`config.mk`:
```
export PLATFORM = sky130hd
export DESIGN_NAME = q31nr_final
export DESIGN_NICKNAME = d
export VERILOG_FILES = /design/src/hw/rtl/q31nr_pkg.sv /design/src/hw/rtl/q31nr_mul64.sv /design/src/hw/rtl/q31nr_final.sv
export SDC_FILE = /design/constraint.sdc
export NUM_CORES = 2
export LEC_CHECK = 0
export ABC_AREA = 1
export BUFFER_PORTS_ARGS = -buffer_cell sky130_fd_sc_hd__clkbuf_2
export CAP_MARGIN = 10
export CORE_AREA = 2 2 377 341
export DETAILED_ROUTE_END_ITERATION = 16
export DIE_AREA = 0 0 379 343
export SYNTH_ARGS = -nofsm -noshare
export SYNTH_HDL_FRONTEND = slang
export SYNTH_SLANG_ARGS = --single-unit
```
`constraint.sdc`:
```
create_clock -name clk -period 21.9 [get_ports clk]
set_input_delay 3.285 -clock clk [delete_from_list [all_inputs] [get_ports clk]]
set_output_delay 3.285 -clock clk [all_outputs]
set_load 0.1 [all_outputs]
```
`src/hw/rtl/q31nr_pkg.sv`:
```
// Package for the Q31 Newton-Raphson divider: constants, shared types and
// the saturating 64-bit add and subtract helpers.
// Depends on nothing; every other file of the divider but q31nr_if imports it.
`default_nettype none

package q31nr_pkg;

  // Default configuration handed down from the top level.
  localparam int NR_ITERATIONS_DEF = 3;
  localparam int FRAC_BITS_DEF     = 25;

  // Seed line of the reciprocal estimate: OFFSET - (SLOPE * d) >> FRAC_BITS.
  localparam logic [63:0]        SEED_OFFSET = 64'd94742680;
  localparam int                 SLOPE_W     = 27;
  localparam logic signed [26:0] SEED_SLOPE  = 27'sd63161788;

  // Q31 and 64-bit extremes.
  localparam logic [31:0] Q31_MIN = 32'h8000_0000;
  localparam logic [31:0] Q31_MAX = 32'h7FFF_FFFF;
  localparam logic [63:0] SAT_MIN = 64'h8000_0000_0000_0000;
  localparam logic [63:0] SAT_MAX = 64'h7FFF_FFFF_FFFF_FFFF;

  // Register enables of the two stages of a pipelined 64-bit multiplier.
  typedef struct packed {
    logic pp;
    logic sum;
  } mul_en_t;

  // Signed 64-bit add that clamps on overflow.
  function automatic logic [63:0] sat_add64(input logic [63:0] a, input logic [63:0] b);
    logic [63:0] r;
    r = a + b;
    if ((a[63] == b[63]) && (r[63] != a[63])) begin
      sat_add64 = a[63] ? SAT_MIN : SAT_MAX;
    end else begin
      sat_add64 = r;
    end
  endfunction

  // Signed 64-bit subtract that clamps on overflow.
  function automatic logic [63:0] sat_sub64(input logic [63:0] a, input logic [63:0] b);
    logic [63:0] r;
    r = a - b;
    if ((a[63] != b[63]) && (r[63] != a[63])) begin
      sat_sub64 = a[63] ? SAT_MIN : SAT_MAX;
    end else begin
      sat_sub64 = r;
    end
  endfunction

endpackage

`default_nettype wire

```
`src/hw/rtl/q31nr_mul64.sv`:
```
// Two-stage multiplier that returns the low 64 bits of a 64 x 64 product.
// Depends on q31nr_pkg; the instantiating pipeline owns the valid bits.
`default_nettype none

module q31nr_mul64
  import q31nr_pkg::*;
(
  input  wire logic        clk,
  input  wire mul_en_t     en,
  input  wire logic [63:0] a,
  input  wire logic [63:0] b,
  output logic      [63:0] p
);

  logic [63:0] pll_nxt, pll_r;
  logic [31:0] phl_nxt, phl_r;
  logic [31:0] plh_nxt, plh_r;
  logic [31:0] cross_sum;
  logic [63:0] p_nxt, p_r;

  // Partial products: the high-by-high term lies above bit 63 and is dropped,
  // and of the cross terms only their low halves reach the result.
  assign pll_nxt = 64'(a[31:0]) * 64'(b[31:0]);
  assign phl_nxt = a[63:32] * b[31:0];
  assign plh_nxt = a[31:0] * b[63:32];

  always_ff @(posedge clk) begin
    if (en.pp) begin
      pll_r <= pll_nxt;
      phl_r <= phl_nxt;
      plh_r <= plh_nxt;
    end
  end

  // Sum the cross terms into the upper word.
  assign cross_sum = phl_r + plh_r;
  assign p_nxt     = pll_r + {cross_sum, 32'd0};

  always_ff @(posedge clk) begin
    if (en.sum) begin
      p_r <= p_nxt;
    end
  end

  assign p = p_r;

endmodule

`default_nettype wire

```
`src/hw/rtl/q31nr_final.sv`:
```
// Back end of the divider: multiplies the dividend by the reciprocal and
// registers the Q31 quotient. Depends on q31nr_pkg and q31nr_mul64.
`default_nettype none

module q31nr_final
  import q31nr_pkg::*;
#(
  parameter int FRAC_BITS = FRAC_BITS_DEF
) (
  input  wire logic                 clk,
  input  wire logic                 rst_n,
  input  wire logic                 in_valid,
  output logic                      in_ready,
  input  wire logic [63:0]          in_xi,
  input  wire logic [FRAC_BITS:0]   in_num,
  input  wire logic                 in_spec,
  output logic                      out_valid,
  input  wire logic                 out_ready,
  output logic      [31:0]          out_quotient
);

  localparam int NS  = 3;
  localparam int QSH = 2 * FRAC_BITS - 31;

  logic [NS-1:0] v_r, en, v_in;
  logic [1:0]    spec_r;
  logic [63:0]   num_ext;
  logic [63:0]   prod;
  logic [31:0]   quotient_nxt, quotient_r;
  mul_en_t       mul_en;

  // A stage moves on when it is empty or when the stage after it moves on.
  always_comb begin
    en[NS-1] = !v_r[NS-1] || out_ready;
    for (int k = NS - 2; k >= 0; k--) begin
      en[k] = !v_r[k] || en[k+1];
    end
  end

  assign in_ready = en[0];
  assign v_in     = {v_r[NS-2:0], in_valid};

  always_ff @(posedge clk) begin
    if (!rst_n) begin
      v_r <= '0;
    end else begin
      for (int k = 0; k < NS; k++) begin
        if (en[k]) begin
          v_r[k] <= v_in[k];
        end
      end
    end
  end

  // The special-case flag follows the multiplier stages.
  always_ff @(posedge clk) begin
    if (en[0]) begin
      spec_r[0] <= in_spec;
    end
    if (en[1]) begin
      spec_r[1] <= spec_r[0];
    end
  end

  // Stages 0 and 1: n * x.
  assign num_ext    = {{(63-FRAC_BITS){in_num[FRAC_BITS]}}, in_num};
  assign mul_en.pp  = en[0];
  assign mul_en.sum = en[1];

  q31nr_mul64 u_mul_q (
    .clk (clk),
    .en  (mul_en),
    .a   (num_ext),
    .b   (in_xi),
    .p   (prod)
  );

  // Stage 2: rescale to Q31 and keep the low word; both operands at the most
  // negative value give the most positive quotient.
  assign quotient_nxt = spec_r[1] ? Q31_MAX : prod[QSH +: 32];

  always_ff @(posedge clk) begin
    if (en[2]) begin
      quotient_r <= quotient_nxt;
    end
  end

  assign out_valid    = v_r[NS-1];
  assign out_quotient = quotient_r;

`ifndef SYNTHESIS
  // The special case must come out as the most positive value.
  a_spec_max: assert property (@(posedge clk) disable iff (!rst_n)
    (v_r[1] && en[2] && spec_r[1]) |=> (quotient_r == Q31_MAX))
    else $error("special case did not yield the most positive quotient");
`endif

endmodule

`default_nettype wire

```
Yosys cells after proc, flatten, opt, wreduce, memory -nomap -nowiden
Cells that the tools add are included.
{ "totals": {"mem_count": 0, "rom_bits": 0, "ramBits": 0, "latchBits": 0, "out_inout_bits": 34, "in_bits": 95, "reg_bits": 177, "elab_cells": 21} }
{ "op_classes": {"n_reduce_logical": 6, "mux": 0, "n_lt_le_gt_ge": 0, "mul": 3, "n_eq_ne": 0, "bitwise_logic": 0, "n_div": 0, "addsub": 2, "shifts": 0} }
{ "ops": {"columns": ["cell", "count"], "rows": [
  ["$add 51x51->51", 1],
  ["$mul 32x32->51", 1],
  ["$mul 1x32->19", 1],
  ["$mul 26x32->19", 1],
  ["$add 19x19->19", 1],
  ["$logic_not 1->1", 3],
  ["$logic_or 1x1->1", 3]
]} }

Longest topological paths before layout
{ "logic_depth": {"depth_word": 4, "ltp_mapped": 33, "ltp_nobuf": 31} }

Modules after synthesis
A second synthesis with hierarchy kept.
{ "hier_totals": {"cells_unflattened": 9864, "area_unflattened_um2": 78734.3} }
{ "by_module_without_submodules": {"columns": ["module", "cells_each", "seq_area_each_um2", "n_inst", "area_each_um2"], "rows": [
  ["q31nr_mul64", 9780, 5765.5, 1, 77369.2],
  ["q31nr_final", 84, 1081.0, 1, 1365.1]
]} }

Worst setup path after synthesis
OpenSTA, ideal clock, no wires.
{ "synth_timing": {"path_type": "input port to flip-flop", "from": "input in_num[25]", "to": "register u_mul_q.pll_r[43], data pin", "slack_ns": 12.230, "required_ns": 21.641, "arrival_time_ns": 9.411, "cell_stages": 24, "n_path_buf": 2, "cell_sequence": "buf_2 > buf_1 > nand2_1 > fa_1 > inv_1 > fa_1 > fa_1 > inv_1 > fa_1 > inv_1 > fa_1 > fa_1 > fa_1 > fa_1 > ha_1 > inv_1 > o21ai_0 > a21oi_1 > nor2_1 > nor2_1 > nor2_1 > nor2_1 > nand3_1 > xor2_1"} }
{ "synth_via": {"elab_chain_cells": 1} }
{ "synth_rtl": {"columns": ["element", "line", "rtl"], "rows": [
  ["start: declaration", "q31nr_final.sv:15", "input wire logic [FRAC_BITS:0] in_num,"],
  ["$mul 32x32->51", "q31nr_mul64.sv:23", "assign pll_nxt = 64'(a[31:0]) * 64'(b[31:0]);"],
  ["net u_mul_q.pll_nxt[43]", "q31nr_mul64.sv:15", "logic [63:0] pll_nxt, pll_r;"],
  ["end signal: assignment", "q31nr_mul64.sv:29", "pll_r <= pll_nxt;"],
  ["end: declaration", "q31nr_mul64.sv:15", null]
]} }
The timed path passes the listed nets, and every way through them passes these cells.
A chain may end at the register's enable or synchronous reset.

Worst setup path after layout
{ "layout_timing": {"from": "input in_xi[5]", "to": "register u_mul_q.pll_r[42], data pin"} }
{ "layout_via": {"elab_chain_cells": 1} }
{ "layout_rtl": {"columns": ["element", "line", "rtl"], "rows": [
  ["start: declaration", "q31nr_final.sv:14", "input wire logic [63:0] in_xi,"],
  ["$mul 32x32->51", "q31nr_mul64.sv:23", null],
  ["net u_mul_q.pll_nxt[42]", "q31nr_mul64.sv:15", null]
]} }
The timed path passes the listed nets, and every way through them passes these cells.

==> metrics.md <==
| Metric | Value |
|---|---|
| Status | `complete, no violations` |
| TritonCTS clock tree | `built` |
| Post-CTS Hold Fix Bufs | `0` |
| H-tree levels | `4` |
| Core ar. | `126300 um2` |
| Worst Path Required | `approximately 22 ns` |
| Syn_nets | `6657` |
| Layout cell share with drive strength beyond 1 | `0.04499` |
| TritonCTS buffer count | `17` |
| Final Critical Period | `10.56 ns` |
| Ys Warns | `0` |
| Num ports | `129` |
| Final setup viols | `0` |
| Drt total wl | `between 100000 and 150000 um` |
| Dpl cell area | `44760 um2` |
| Critical R2R Launch | `u_mul_q.phl_r[0]` |
| Ys async rst share | `0` |
| Vias in the first global route | `about 34000` |
| Final ANT Viol Nets | `0` |
| Setup Buffers After CTS | `0` |
| Initial antenna violation count | `5` |
| Clock root buffer | `clkbuf_16` |
| Initial Util | `0.3373` |
| Routing usage on met3 | `0.02271` |
| Count of cell types in the netlist | `43` |
| Most common cell after layout, fill and taps aside | `inv_1` |
| Post-synthesis sequential area ratio | `0.09727` |
| Final Slew Violations | `0` |
| Cell taking the most area after synthesis | `fa_1` |
| Max_cap viols | `0` |
| Crit. Startpoint | `in_xi[5]` |
| Total global routing overflow | `0` |
| R2r endpoint | `u_mul_q.p[50]` |
| Max Buffers Root-to-Sink | `2` |
| RSZ-0062 raised after global routing | `no` |
| Busiest grt layer | `met2` |
| M1 GR Usage | `0.2564` |
| Ys flop type | `edfxtp_1` |
| Setup slack, reg-to-reg | `17.98 ns` |
| Area Growth Syn to Fin | `6.497%` |
| Synth top area cells | `fa_1, inv_1, nand2_1` |
| CP max FO | `28` |
| GRT Util Overall | `0.1864` |
| Slew at the pin closest to its max-slew limit | `1.241 ns` |
| Min-Delay Path Class | `flip-flop to flip-flop` |
| Vias after detailed routing | `32290` |
| DR WL/cell | `16.66 um` |
| Cts repair resizes | `0` |
| Skew-Pair Late Insertion Delay | `0.47 ns` |
| Crit. End Element | `flip-flop` |
| Fillers | `13250` |
| Final Hold Fails | `0` |
| Worst path arrival time | `around 11 ns` |
| Final GP Congestion | `about 0.94` |
| Cells after Synth | `~5300` |
| Largest net degree at the start of global routing | `between 70 and 80` |
| Period utilization | `0.4824` |
| Finished Cell Area | `approximately 45000 um2` |
| Final setup TNS | `0 ns` |
| Post-synthesis register bit count | `139` |
| Synth Cell Area | `42600 um2` |
| R2r worst-path depth | `17` |
| WS Path Type | `primary input to flip-flop` |
| Setup crit start kind | `primary input` |
| EDFF count, synth | `136` |
| PortBufs | `115` |
| Die area | `approximately 130000 um2` |
| First-pass GRT wire length | `188900 um` |
| Detailed-route DRC error count | `0` |
| Hold-critical path depth | `0` |
| Met2 Use GR | `0.3165` |
| Setup WS post-layout | `11.34 ns` |
| Sink Count | `about 140` |
| Die width | `about 380 um` |
| Worst Clk Skew | `0.03192 ns` |
| DP Wirelength | `92240 um` |
| Site Rows | `approximately 120` |
| Share of the synthesized area in the top cell type | `0.4323` |
| CP Capture Point | `u_mul_q.pll_r[42]` |
| Most frequent cells in the layout | `inv_1, nand2_1, fa_1` |
| Nets@finish | `approximately 6600` |
| Pre-CTS setup slack | `11.05 ns` |
| Initial DRC count | `between 2000 and 2500` |
| Avg Cell Area, Syn | `about 8 um2` |
| Drt pass-1 iters | `6` |
| Fmax | `~95 MHz` |
| Worst-path clk slew | `0.06 ns` |
| Max-slew headroom | `0.1727` |
| Via density | `4.604` |
| Die height | `about 340 um` |
-- kinds of logic (layout without fill, tap and decap cells) --
logic type,after synthesis,count (layout),synth area share
flip-flops,139,139,0.09727
AND/OR/NAND/NOR,1778,1778,0.1666
buffers and inverters,1901,1868,0.1683
AO/OA/AOI/OAI,209,209,0.02752
other,0,1,0
XOR/XNOR,101,101,0.02076
adder cells (fa/ha/maj),1217,1217,0.5196
-- metal layers --
layer | vias up | routed length, um
met5 | - | 0
met4 | 0 | 1979
met3 | 127 | 7180
met2 | 924 | 56840
met1 | 16300 | 50880
li1 | 14950 | -
-- sequential cells by signal (all words and copies together) (netlist names) --
| register | flops |
|---|---|
| out_quotient | 32 |
| u_mul_q.p | 32 |
| u_mul_q.pll_r | 32 |
| u_mul_q.phl_r | 19 |
| u_mul_q.plh_r | 19 |
| v_r | 3 |
| spec_r | 2 |
-- synthesized netlist by cell type (34+ instances only) --
cell type and number:
a21oi_1 110, buf_1 55, clkbuf_1 146, edfxtp_1 136, fa_1 920, ha_1 297, inv_1 1677, nand2_1 1404
nand3_1 96, nor2_1 181, o21ai_0 47, or2_2 34, xor2_1 73
-- critical path, cell delays in order --
cell,delay [ns]
clkbuf_2,0.48
nand2_1,0.30
inv_1,0.15
fa_1,0.73
inv_1,0.14
fa_1,0.52
inv_1,0.05
fa_1,0.49
inv_1,0.05
fa_1,0.49
inv_1,0.08
fa_1,0.50
fa_1,0.51
fa_1,0.56
fa_1,0.47
ha_1,0.43
nand2_1,0.13
nor2_1,0.12
inv_1,0.09
nor2_1,0.15
inv_1,0.08
nor3_1,0.25
nand4_1,0.13
nand3_1,0.14
xor2_1,0.38
-- worst min-delay path by stage --
stage / from / to
finish: u_mul_q.pll_r[27] / u_mul_q.p[27]
global placement: u_mul_q.pll_r[22] / u_mul_q.p[22]
floorplan: spec_r[0] / spec_r[1]
global route: u_mul_q.pll_r[25] / u_mul_q.p[25]
detailed placement: u_mul_q.pll_r[30] / u_mul_q.p[30]
CTS: u_mul_q.pll_r[30] / u_mul_q.p[30]
-- stage by stage --
step | instances | hold slack [ns] | util
4_1_cts | 7013 | 0.4223 | 0.3592
5_1_grt | 7013 | 0.4250 | 0.3592
3_3_place_gp | 6981 | 0.4043 | 0.3544
6_report | 7014 | 0.4205 | 0.3592
3_5_place_dp | 6981 | 0.4052 | 0.3544
2_1_floorplan | 5345 | 0.4003 | -
-- final cells by class --
| cell class | count | area [um2] | share of cell area |
|---|---|---|---|
| Sequential cell | 139 | 4144 | 0.09134 |
| Tap cell | 1701 | 2128 | 0.04691 |
| Inverter | 1680 | 6306 | 0.1390 |
| Multi-Input combinational cell | 3305 | 31300 | 0.6898 |
| Clock buffer | 17 | 425.4 | 0.009377 |
| Antenna cell | 1 | 2.502 | 0.00005516 |
| Clock inverter | 15 | 182.7 | 0.004026 |
| Timing Repair Buffer | 156 | 883.3 | 0.01947 |
Power is left out: the tool's default activity adds up to more than one toggle a clock period on the data nets, which glitch-free logic cannot reach.
