## config.mk

```make
export PLATFORM = sky130hd
export DESIGN_NAME = q31nr_seed
export DESIGN_NICKNAME = d
export VERILOG_FILES = /design/src/hw/rtl/q31nr_pkg.sv /design/src/hw/rtl/q31nr_seed.sv
export SDC_FILE = /design/constraint.sdc
export NUM_CORES = 1
export LEC_CHECK = 0
export BUFFER_PORTS_ARGS = -buffer_cell sky130_fd_sc_hd__buf_2
export CAP_MARGIN = 20
export CORE_MARGIN = 1
export CORE_UTILIZATION = 60
export CTS_CLUSTER_DIAMETER = 60
export CTS_CLUSTER_SIZE = 28
export DETAILED_ROUTE_END_ITERATION = 10
export HOLD_SLACK_MARGIN = 0.1
export PLACE_DENSITY = 0.81
export SYNTH_ARGS = -nofsm -noshare
export SYNTH_HDL_FRONTEND = slang
export SYNTH_SLANG_ARGS = --single-unit
```

## constraint.sdc

```tcl
create_clock -name clk -period 7.6 [get_ports clk]
set_input_delay 0.76 -clock clk [delete_from_list [all_inputs] [get_ports clk]]
set_output_delay 0.76 -clock clk [all_outputs]
set_load 0.05 [all_outputs]
```

## src/hw/rtl/q31nr_pkg.sv

```systemverilog
// Package for the Q31 Newton-Raphson divider: constants, shared types and
// the saturating 64-bit add and subtract helpers.
// Depends on nothing; every other file of the divider but q31nr_if imports it.
`default_nettype none

package q31nr_pkg;

  // Default configuration handed down from the top level.
  localparam int NR_ITERATIONS_DEF = 3;
  localparam int FRAC_BITS_DEF     = 25;

  // Seed line of the reciprocal estimate: OFFSET - (SLOPE * d) >> FRAC_BITS.
  localparam logic [63:0]        SEED_OFFSET = 64'd94742680;
  localparam int                 SLOPE_W     = 27;
  localparam logic signed [26:0] SEED_SLOPE  = 27'sd63161788;

  // Q31 and 64-bit extremes.
  localparam logic [31:0] Q31_MIN = 32'h8000_0000;
  localparam logic [31:0] Q31_MAX = 32'h7FFF_FFFF;
  localparam logic [63:0] SAT_MIN = 64'h8000_0000_0000_0000;
  localparam logic [63:0] SAT_MAX = 64'h7FFF_FFFF_FFFF_FFFF;

  // Register enables of the two stages of a pipelined 64-bit multiplier.
  typedef struct packed {
    logic pp;
    logic sum;
  } mul_en_t;

  // Signed 64-bit add that clamps on overflow.
  function automatic logic [63:0] sat_add64(input logic [63:0] a, input logic [63:0] b);
    logic [63:0] r;
    r = a + b;
    if ((a[63] == b[63]) && (r[63] != a[63])) begin
      sat_add64 = a[63] ? SAT_MIN : SAT_MAX;
    end else begin
      sat_add64 = r;
    end
  endfunction

  // Signed 64-bit subtract that clamps on overflow.
  function automatic logic [63:0] sat_sub64(input logic [63:0] a, input logic [63:0] b);
    logic [63:0] r;
    r = a - b;
    if ((a[63] != b[63]) && (r[63] != a[63])) begin
      sat_sub64 = a[63] ? SAT_MIN : SAT_MAX;
    end else begin
      sat_sub64 = r;
    end
  endfunction

endpackage

`default_nettype wire

```

## src/hw/rtl/q31nr_seed.sv

```systemverilog
// Front end of the divider: scales the operands to the working format and
// forms the linear seed of the reciprocal in two stages. Depends on q31nr_pkg.
`default_nettype none

module q31nr_seed
  import q31nr_pkg::*;
#(
  parameter int FRAC_BITS = FRAC_BITS_DEF
) (
  input  wire logic                 clk,
  input  wire logic                 rst_n,
  input  wire logic                 in_valid,
  output logic                      in_ready,
  input  wire logic [31:0]          in_dividend,
  input  wire logic [31:0]          in_divisor,
  output logic                      out_valid,
  input  wire logic                 out_ready,
  output logic      [63:0]          out_xi,
  output logic      [FRAC_BITS:0]   out_num,
  output logic      [FRAC_BITS:0]   out_den,
  output logic                      out_spec
);

  localparam int NS   = 2;
  localparam int SP_W = FRAC_BITS + 1 + SLOPE_W;

  logic [NS-1:0]               v_r, en, v_in;
  logic [NS-1:0]               spec_r;
  logic [FRAC_BITS:0]          num_r [NS];
  logic [FRAC_BITS:0]          den_r [NS];
  logic [FRAC_BITS:0]          num_nxt;
  logic signed [FRAC_BITS:0]   den_nxt;
  logic                        spec_nxt;
  logic signed [SP_W-1:0]      sprod_nxt, sprod_r;
  logic [63:0]                 sprod_ext;
  logic [63:0]                 xi_nxt, xi_r;

  // A stage moves on when it is empty or when the stage after it moves on.
  always_comb begin
    en[NS-1] = !v_r[NS-1] || out_ready;
    for (int k = NS - 2; k >= 0; k--) begin
      en[k] = !v_r[k] || en[k+1];
    end
  end

  assign in_ready = en[0];
  assign v_in     = {v_r[NS-2:0], in_valid};

  always_ff @(posedge clk) begin
    if (!rst_n) begin
      v_r <= '0;
    end else begin
      for (int k = 0; k < NS; k++) begin
        if (en[k]) begin
          v_r[k] <= v_in[k];
        end
      end
    end
  end

  // Stage 0: arithmetic shift to the working format keeps the top bits;
  // detect the one case the iteration cannot reach; multiply by the slope.
  assign num_nxt   = in_dividend[31 -: FRAC_BITS+1];
  assign den_nxt   = in_divisor[31 -: FRAC_BITS+1];
  assign spec_nxt  = (in_dividend == Q31_MIN) && (in_divisor == Q31_MIN);
  assign sprod_nxt = den_nxt * SEED_SLOPE;

  always_ff @(posedge clk) begin
    if (en[0]) begin
      sprod_r   <= sprod_nxt;
      num_r[0]  <= num_nxt;
      den_r[0]  <= den_nxt;
      spec_r[0] <= spec_nxt;
    end
  end

  // Stage 1: subtract the scaled product from the offset.
  assign sprod_ext = {{(64-SP_W){sprod_r[SP_W-1]}}, sprod_r};
  assign xi_nxt    = sat_sub64(SEED_OFFSET, 64'($signed(sprod_ext) >>> FRAC_BITS));

  always_ff @(posedge clk) begin
    if (en[1]) begin
      xi_r      <= xi_nxt;
      num_r[1]  <= num_r[0];
      den_r[1]  <= den_r[0];
      spec_r[1] <= spec_r[0];
    end
  end

  assign out_valid = v_r[NS-1];
  assign out_xi    = xi_r;
  assign out_num   = num_r[NS-1];
  assign out_den   = den_r[NS-1];
  assign out_spec  = spec_r[NS-1];

`ifndef SYNTHESIS
  // The seed of any divisor in range is positive and below twice the offset.
  a_seed_range: assert property (@(posedge clk) disable iff (!rst_n)
    out_valid |-> (!xi_r[63] && (xi_r != '0) && (xi_r < (SEED_OFFSET << 1))))
    else $error("reciprocal seed out of its range");
`endif

endmodule

`default_nettype wire

```

# Word level (Yosys, flattened, before mapping)
# Memories as Yosys holds them, arrays and structs flattened.
# Index checks and enable logic that the tools add are counted.
# Widths: inputs -> output; s select.
op_classes:
  n_reduce_logical: 6
  n_mul: 1
  mux: 4
  eq_ne: 2
  addsub: 1
op_table:
  columns: ["cell", "n"]
  rows:
  - ["$eq 32x32->1 const B", 2]
  - ["$mul 26x25->51 const B", 1]
  - ["$sub 28x28->29 const A", 1]
  - ["$mux 1", 4]
  - ["$logic_and 1x1->1", 2]
  - ["$logic_not 1->1", 2]
  - ["$logic_or 1x1->1", 2]
word_totals:
  ff_bits: 119
  word_cells: 22
  ram_bits: 104
  inputBits: 68
  out_inout_bits: 119
  mem_count: 2
mem_list:
  columns: ["memory", "words", "width", "read_ports", "rd_clocked_by_memory_dff", "write_ports", "line_no", "source"]
  rows:
  - ["den_r", 2, 26, 2, 0, 2, "q31nr_seed.sv:30", "logic [FRAC_BITS:0] den_r [NS];"]
  - ["num_r", 2, 26, 2, 0, 2, "q31nr_seed.sv:29", "logic [FRAC_BITS:0] num_r [NS];"]

# Logic depth before layout (Yosys ltp)
# Gate-level depths: netlist of run 1.
logic_depth:
  depth_word: 5
  depth_mapped: 24
  depth_no_buf: 23

# Least setup slack after synthesis of run 1
# Ideal clock, no wire load.
synth_path:
  kind: "input to register"
  from: "input port in_divisor[31]"
  to: "register sprod_r[51], data pin"
  n_path_buf: 1
  setup_ps: 263
  setup_slack_ps: 789
  arrival_time_ps: 6548
  t_required_ps: 7337
  path_stages: 21
  path_cell_list: "clkbuf_1 inv_2 fa_1 fa_1 inv_1 ha_1 fa_1 fa_1 fa_1 inv_1 fa_1 inv_1 ha_1 a21o_1 a21o_1 a21oi_1 o21ai_0 a22oi_1 o211ai_1 a311oi_1 xnor2_1"
synth_between:
  elab_chain_len: 1
synth_rtl:
  columns: ["element", "line_no", "source"]
  rows:
  - ["from (decl)", "q31nr_seed.sv:15", "input wire logic [31:0] in_divisor,"]
  - ["$mul 26x25->51", "q31nr_seed.sv:66", "assign sprod_nxt = den_nxt * SEED_SLOPE;"]
  - ["via sprod_nxt[51]", "q31nr_seed.sv:34", "logic signed [SP_W-1:0] sprod_nxt, sprod_r;"]
  - ["to (signal assigned)", "q31nr_seed.sv:70", "sprod_r <= sprod_nxt;"]
  - ["to (decl)", "q31nr_seed.sv:34", null]
# The timed path passes the listed nets, and every way through them passes these cells.
# A chain may end at the register's enable or synchronous reset.

# Worst setup path in the final report of run 1
layout_path:
  from: "input port in_divisor[6]"
  to: "register sprod_r[39], data pin"
# Same word-level chain as after synthesis.

==> impl_metrics.csv, run 1 <==
group,metric,value,unit
timing,fin_skew,0.0185,ns
synth,synthCells,1632,
floorplanning,core-area,30700,um2
grt,antenna_found_initial,0,
drt,drc,0,
placement,io_buffers,186,
grt,grt_usage,0.288,
floorplanning,chipHeight,179,um
timing,rsz0062_at_grt,"false",
critical_path,path_max_fanout,10,
finish,layout-drive-gt1-share,0.135,
synth,avgSynthCellArea,11.5,um2
floorplanning,io-pin-count,187,
clock_network,htree_levels,4,
critical_path,path_buf_inv,4,
clock_network,clk_pin_slew,0.07,ns
finish,syn_to_final_growth,7.42,%
hold_path,hold_path_depth,0,
clock_network,postCtsSetupRepairBufs,0,
synth,ys_warn_count,0,
synth,synth_ff_type,"edfxtp_1",
drt,firstDrtPassIters,5,
drt,wire_per_inst,20.5,um
floorplanning,design.die.area,32000,um2
critical_path,crit_path_start_kind,"primary input",
flow_run,maxCapViolations,0,
finish,num_antenna_cells,0,
timing,max_freq,145,MHz
synth,yosys.area_share.simple,0.0489,
critical_path,crit_arrival,7.03,ns
critical_path,crit_path_top_delay_cell,"fa_1",
synth,synth_compound_area_frac,0.0688,
critical_path,reg2reg_depth,14,
critical_path,worst-setup-path-type,"in -> reg",
timing,tns,0,ns
synth,synthXorXnorAreaFrac,0.0359,
clock_network,cts_made_buffers,17,
hold_path,hold_class,"reg -> reg",
clock_network,clockBufferDepth,2,
clock_network,clock-root-buffer,"clkbuf_16",
placement,dp_hpwl,37900,um
timing,slew_viol_final,0,
synth,synth_fa_ha_area_frac,0.469,
synth,synth_top_family_by_area,"adder cells",
synth,ys_async_sr_fraction,0,
timing,fin_crit,6.88,ns
timing,min_period_over_period,0.905,
finish,final_common_cell,"inv_1",
floorplanning,die_w,179,um
timing,slew_headroom,0.304,
clock_network,cts-resized-gates,0,
drt,ant_nets,0,
grt,grt_pass1_wl,67200,um
drt,dr.first_iter.drc_count,821,
critical_path,max_stage_delay,0.52,ns
clock_network,ctsHoldBuffers,0,
timing,max_slew.worst_pin.slew,1.03,ns
grt,grt_pass1_vias,12152,
grt,grt_max_degree,84,
floorplanning,rows,64,
synth,ys_seq_area_frac,0.264,
floorplanning,initial_core_util,0.613,
drt,drt-total-wl,44300,um
drt,vias,11770,
critical_path,cp_num_cells,22,
clock_network,numClockSinks,166,
clock_network,clk_latency,0.44,ns
critical_path,end_kind,"flip-flop",
synth,synth.area.mux_share,0.00160,
finish,layout_common_cells,"inv_1 (374), fa_1 (279), ha_1 (258)",
critical_path,worst-endpoint-required,7.75,ns
grt,grt-ovfl-total,0,
finish,final_nets,2356,
drt,via_per_inst,5.45,
timing,hold_viol_final,0,
synth,synth_cell_types,61,
timing,finalSetupViolCount,0,
outcome,status,"complete, no violations",
synth,synth_edf_count,164,
synth,ys_ff_latch,166,
placement,gp_congestion,1.02,
critical_path,path_delay_family,"adder cells",
critical_path,crit_chain,"buf_2, ha_1, xor2_1, ha_1, ha_1, xor2_1, fa_1, fa_1, fa_1, inv_1, fa_1, inv_1, ha_1, nand3_1, nor3_1, nand4_1, o32ai_1, nor4b_1, buf_4, o31a_1, o311ai_0, xor2_1",
synth,synth_area,18800,um2
clock_network,cts_tree,"yes",
synth,syn_nets,2237,
[per-stage QoR]
| stage | hold WS (ns) | cells | util | cell area (um2) | setup slack (ns) |
|---|---|---|---|---|---|
| global placement | 0.400 | 2128 | 0.640 | 19600 | 0.379 |
| finish | 0.412 | 2160 | 0.658 | 20200 | 0.722 |
| floorplan | 0.400 | 1632 | - | 18800 | 0.789 |
| CTS | 0.409 | 2160 | 0.658 | 20200 | 0.809 |
| detailed placement | 0.405 | 2128 | 0.640 | 19600 | 0.356 |
| global route | 0.422 | 2160 | 0.658 | 20200 | 0.378 |
[worst register-to-register path: cells and delay by family, from the launching register on]
kind                       cells  cell delay (ns)
and+or+nand+nor                4             0.78
adders and majority gates      2             0.72
DFF                            1             0.43
buffers and inverters          2             0.54
AOI/OAI and AO/OA              6             1.64
[cell usage after synthesis (all sizes together), types with 13 or more instances]
master | count | area (um2)
a21o | 49 | 368
edfxtp | 164 | 4920
xor2 | 33 | 289
xnor2 | 44 | 385
ha | 258 | 3230
inv | 376 | 1410
fa | 279 | 5590
buf | 87 | 651
nand4 | 13 | 81.3
nand3 | 14 | 70.1
o21ai | 31 | 159
nor4 | 13 | 81.3
nand2 | 51 | 191
a21oi | 52 | 260
nor2 | 39 | 146
[area by class of cell]
type                    instances  area, um2
clock inverters                13        140
fillers                      2349      10500
multi-input cells             995      11700
well taps                     396        495
inverters                     376       1410
clock buffers                  19        433
repair buffers                195        998
flip-flops and latches        166       4960
[flip-flops by register name (all words and copies together), names as in the netlist]
| name | cells |
|---|---|
| out_spec | 1 |
| spec_r | 1 |
| v_r | 2 |
| out_xi | 30 |
| den_r | 51 |
| num_r | 52 |
| sprod_r | 29 |
[cells by family (layout without fill, tap and decap cells)]
| family | after synthesis | count (layout) |
|---|---|---|
| fa+ha+maj | 538 | 538 |
| compound gates | 193 | 193 |
| simple gates | 184 | 184 |
| flops | 166 | 166 |
| mux | 3 | 3 |
| xor+xnor | 77 | 77 |
| buf+inv | 471 | 603 |
[layer usage]
metal	GRT usage	wire, um
met5	0	0
met2	0.429	19400
met3	0.0935	4190
met4	0.104	1440
met1	0.393	19300
[worst paths after layout]
| path | startpoint | to | slack [ns] |
|---|---|---|---|
| min | num_r[0][9] | num_r[0][35] | 0.41 |
| min reg2reg | num_r[0][9] | num_r[0][35] | 0.41 |
| max reg2reg | sprod_r[25] | out_xi[24] | 3.35 |
| max | in_divisor[6] | sprod_r[39] | 0.72 |
Power of run 1 is not shown: default switching activity piles up to over one toggle a cycle in this logic, so the estimate is an artifact.
==> run 2, diff against run 1 <==
--- a/config.mk
+++ b/config.mk
@@ -13,7 +13,7 @@
 export CTS_CLUSTER_SIZE = 28
 export DETAILED_ROUTE_END_ITERATION = 10
 export HOLD_SLACK_MARGIN = 0.1
-export PLACE_DENSITY = 0.81
+export PLACE_DENSITY = 0.85
 export SYNTH_ARGS = -nofsm -noshare
 export SYNTH_HDL_FRONTEND = slang
 export SYNTH_SLANG_ARGS = --single-unit
==> impl_metrics.csv, run 2 (same netlist as run 1, synthesis figures left out) <==
group,metric,value,unit
clock_network,clockBufferDepth,2,
floorplanning,io-pin-count,187,
finish,layout-drive-gt1-share,0.135,
timing,hold_viol_final,0,
critical_path,crit_path_start_kind,"primary input",
finish,layout_common_cells,"inv_1 (374), fa_1 (279), ha_1 (258)",
clock_network,htree_levels,4,
grt,grt_pass1_vias,12416,
clock_network,ctsHoldBuffers,0,
floorplanning,chipHeight,179,um
finish,final_cells,2162,
finish,largest_reg_flops,52,
finish,final_common_cell,"inv_1",
critical_path,reg2reg_depth,14,
clock_network,cts-resized-gates,0,
drt,firstDrtPassIters,8,
placement,placed_area,19600,um2
timing,slew_headroom,0.303,
timing,rsz0062_at_grt,"false",
grt,grt-ovfl-total,0,
floorplanning,core-area,30700,um2
finish,layout.core_utilization,0.658,
critical_path,crit_chain,"buf_2, fa_1, fa_1, ha_1, inv_1, fa_1, inv_1, fa_1, fa_1, inv_1, fa_1, inv_1, ha_1, nand4_1, nor4_1, o211ai_1, nand4_1, a22oi_1, o211ai_1, a41oi_1, xnor2_1",
floorplanning,initial_core_util,0.613,
placement,dp_hpwl,38600,um
clock_network,cts_tree,"yes",
drt,ant_nets,0,
grt,grt_usage,0.297,
outcome,status,"complete, no violations",
timing,finalSetupViolCount,0,
grt,grt_max_degree,84,
finish,syn_to_final_growth,7.42,%
placement,io_buffers,186,
hold_path,hold_path_depth,0,
timing,max_freq,146,MHz
critical_path,worst-setup-path-type,"in -> reg",
drt,via_per_inst,5.55,
timing,min_period_over_period,0.903,
critical_path,cpMostUsedCell,"fa_1",
timing,max_slew.worst_pin.slew,1.05,ns
clock_network,clk_pin_slew,0.07,ns
grt,grt_pass1_wl,68800,um
drt,drt-total-wl,45800,um
floorplanning,design.die.area,32000,um2
drt,vias,11993,
critical_path,end_kind,"flip-flop",
critical_path,worst-endpoint-required,7.79,ns
floorplanning,die_w,179,um
clock_network,numClockSinks,166,
drt,wire_per_inst,21.2,um
critical_path,path_max_fanout,10,
clock_network,clock-root-buffer,"clkbuf_16",
drt,dr.first_iter.drc_count,850,
drt,drc,0,
finish,final_nets,2356,
clock_network,cts_made_buffers,17,
clock_network,clk_latency,0.45,ns
timing,fin_crit,6.86,ns
critical_path,crit_arrival,7.05,ns
finish,regMostFlops,"num_r",
critical_path,max_stage_delay,0.59,ns
floorplanning,rows,64,
finish,nFillCells,2320,
placement,gp_congestion,1.03,
flow_run,maxCapViolations,0,
finish,final_area,20200,um2
timing,tns,0,ns
clock_network,postCtsSetupRepairBufs,0,
critical_path,crit_path_top_delay_cell,"fa_1",
hold_path,hold_class,"reg -> reg",
timing,slew_viol_final,0,
timing,fin_skew,0.0212,ns
placement,dp_cells,2128,
grt,antenna_found_initial,3,
[run 2: cell types whose count changed in the layout (fill, tap and decap cells not counted), moves of 2 or more]
| cell | delta |
|---|---|
| clkinvlp_4 | -2 |
| inv_6 | +3 |
| diode_2 | +2 |
| inv_8 | -2 |
[run 2: per-stage QoR]
step | hold WS, ns | worst slack, ns
finish | 0.416 | 0.740
global route | 0.421 | 0.448
CTS | 0.418 | 0.792
detailed placement | 0.405 | 0.379
global placement | 0.401 | 0.347
floorplan | 0.400 | 0.789
[run 2: worst paths after layout]
kind,slack [ns],to,from
setup reg to reg,3.36,out_xi[24],sprod_r[25]
hold / removal,0.42,num_r[0][47],num_r[0][21]
hold reg to reg,0.42,num_r[0][47],num_r[0][21]
setup / recovery,0.74,sprod_r[52],in_divisor[16]
[run 2: final cells by class]
cell class,instances,area (um2),share of cell area
Multi-Input combinational cell,995,11700,0.582
Sequential cell,166,4960,0.246
Inverter,376,1410,0.0700
Timing Repair Buffer,195,998,0.0495
Tap cell,396,495,0.0245
Clock buffer,18,429,0.0213
Clock inverter,14,138,0.00682
Antenna cell,2,5.00,0.000248
[run 2: worst max-delay path: cells and delay by family]
family	cells	cell delay, ns
xor gates and xnor gates	1	0.16
AOI/OAI and AO/OA	4	0.96
adders and majority gates	8	3.70
and+or+nand+nor	3	0.87
buffers and inverters	5	0.60
[run 2: routing by layer]
| metal | share of wire | global-route usage |
|---|---|---|
| met5 | 0.00026 | 0 |
| met3 | 0.084 | 0.0594 |
| met1 | 0.43 | 0.414 |
| met2 | 0.46 | 0.465 |
| met4 | 0.029 | 0.105 |
Power of run 2 is left out for the same reason.
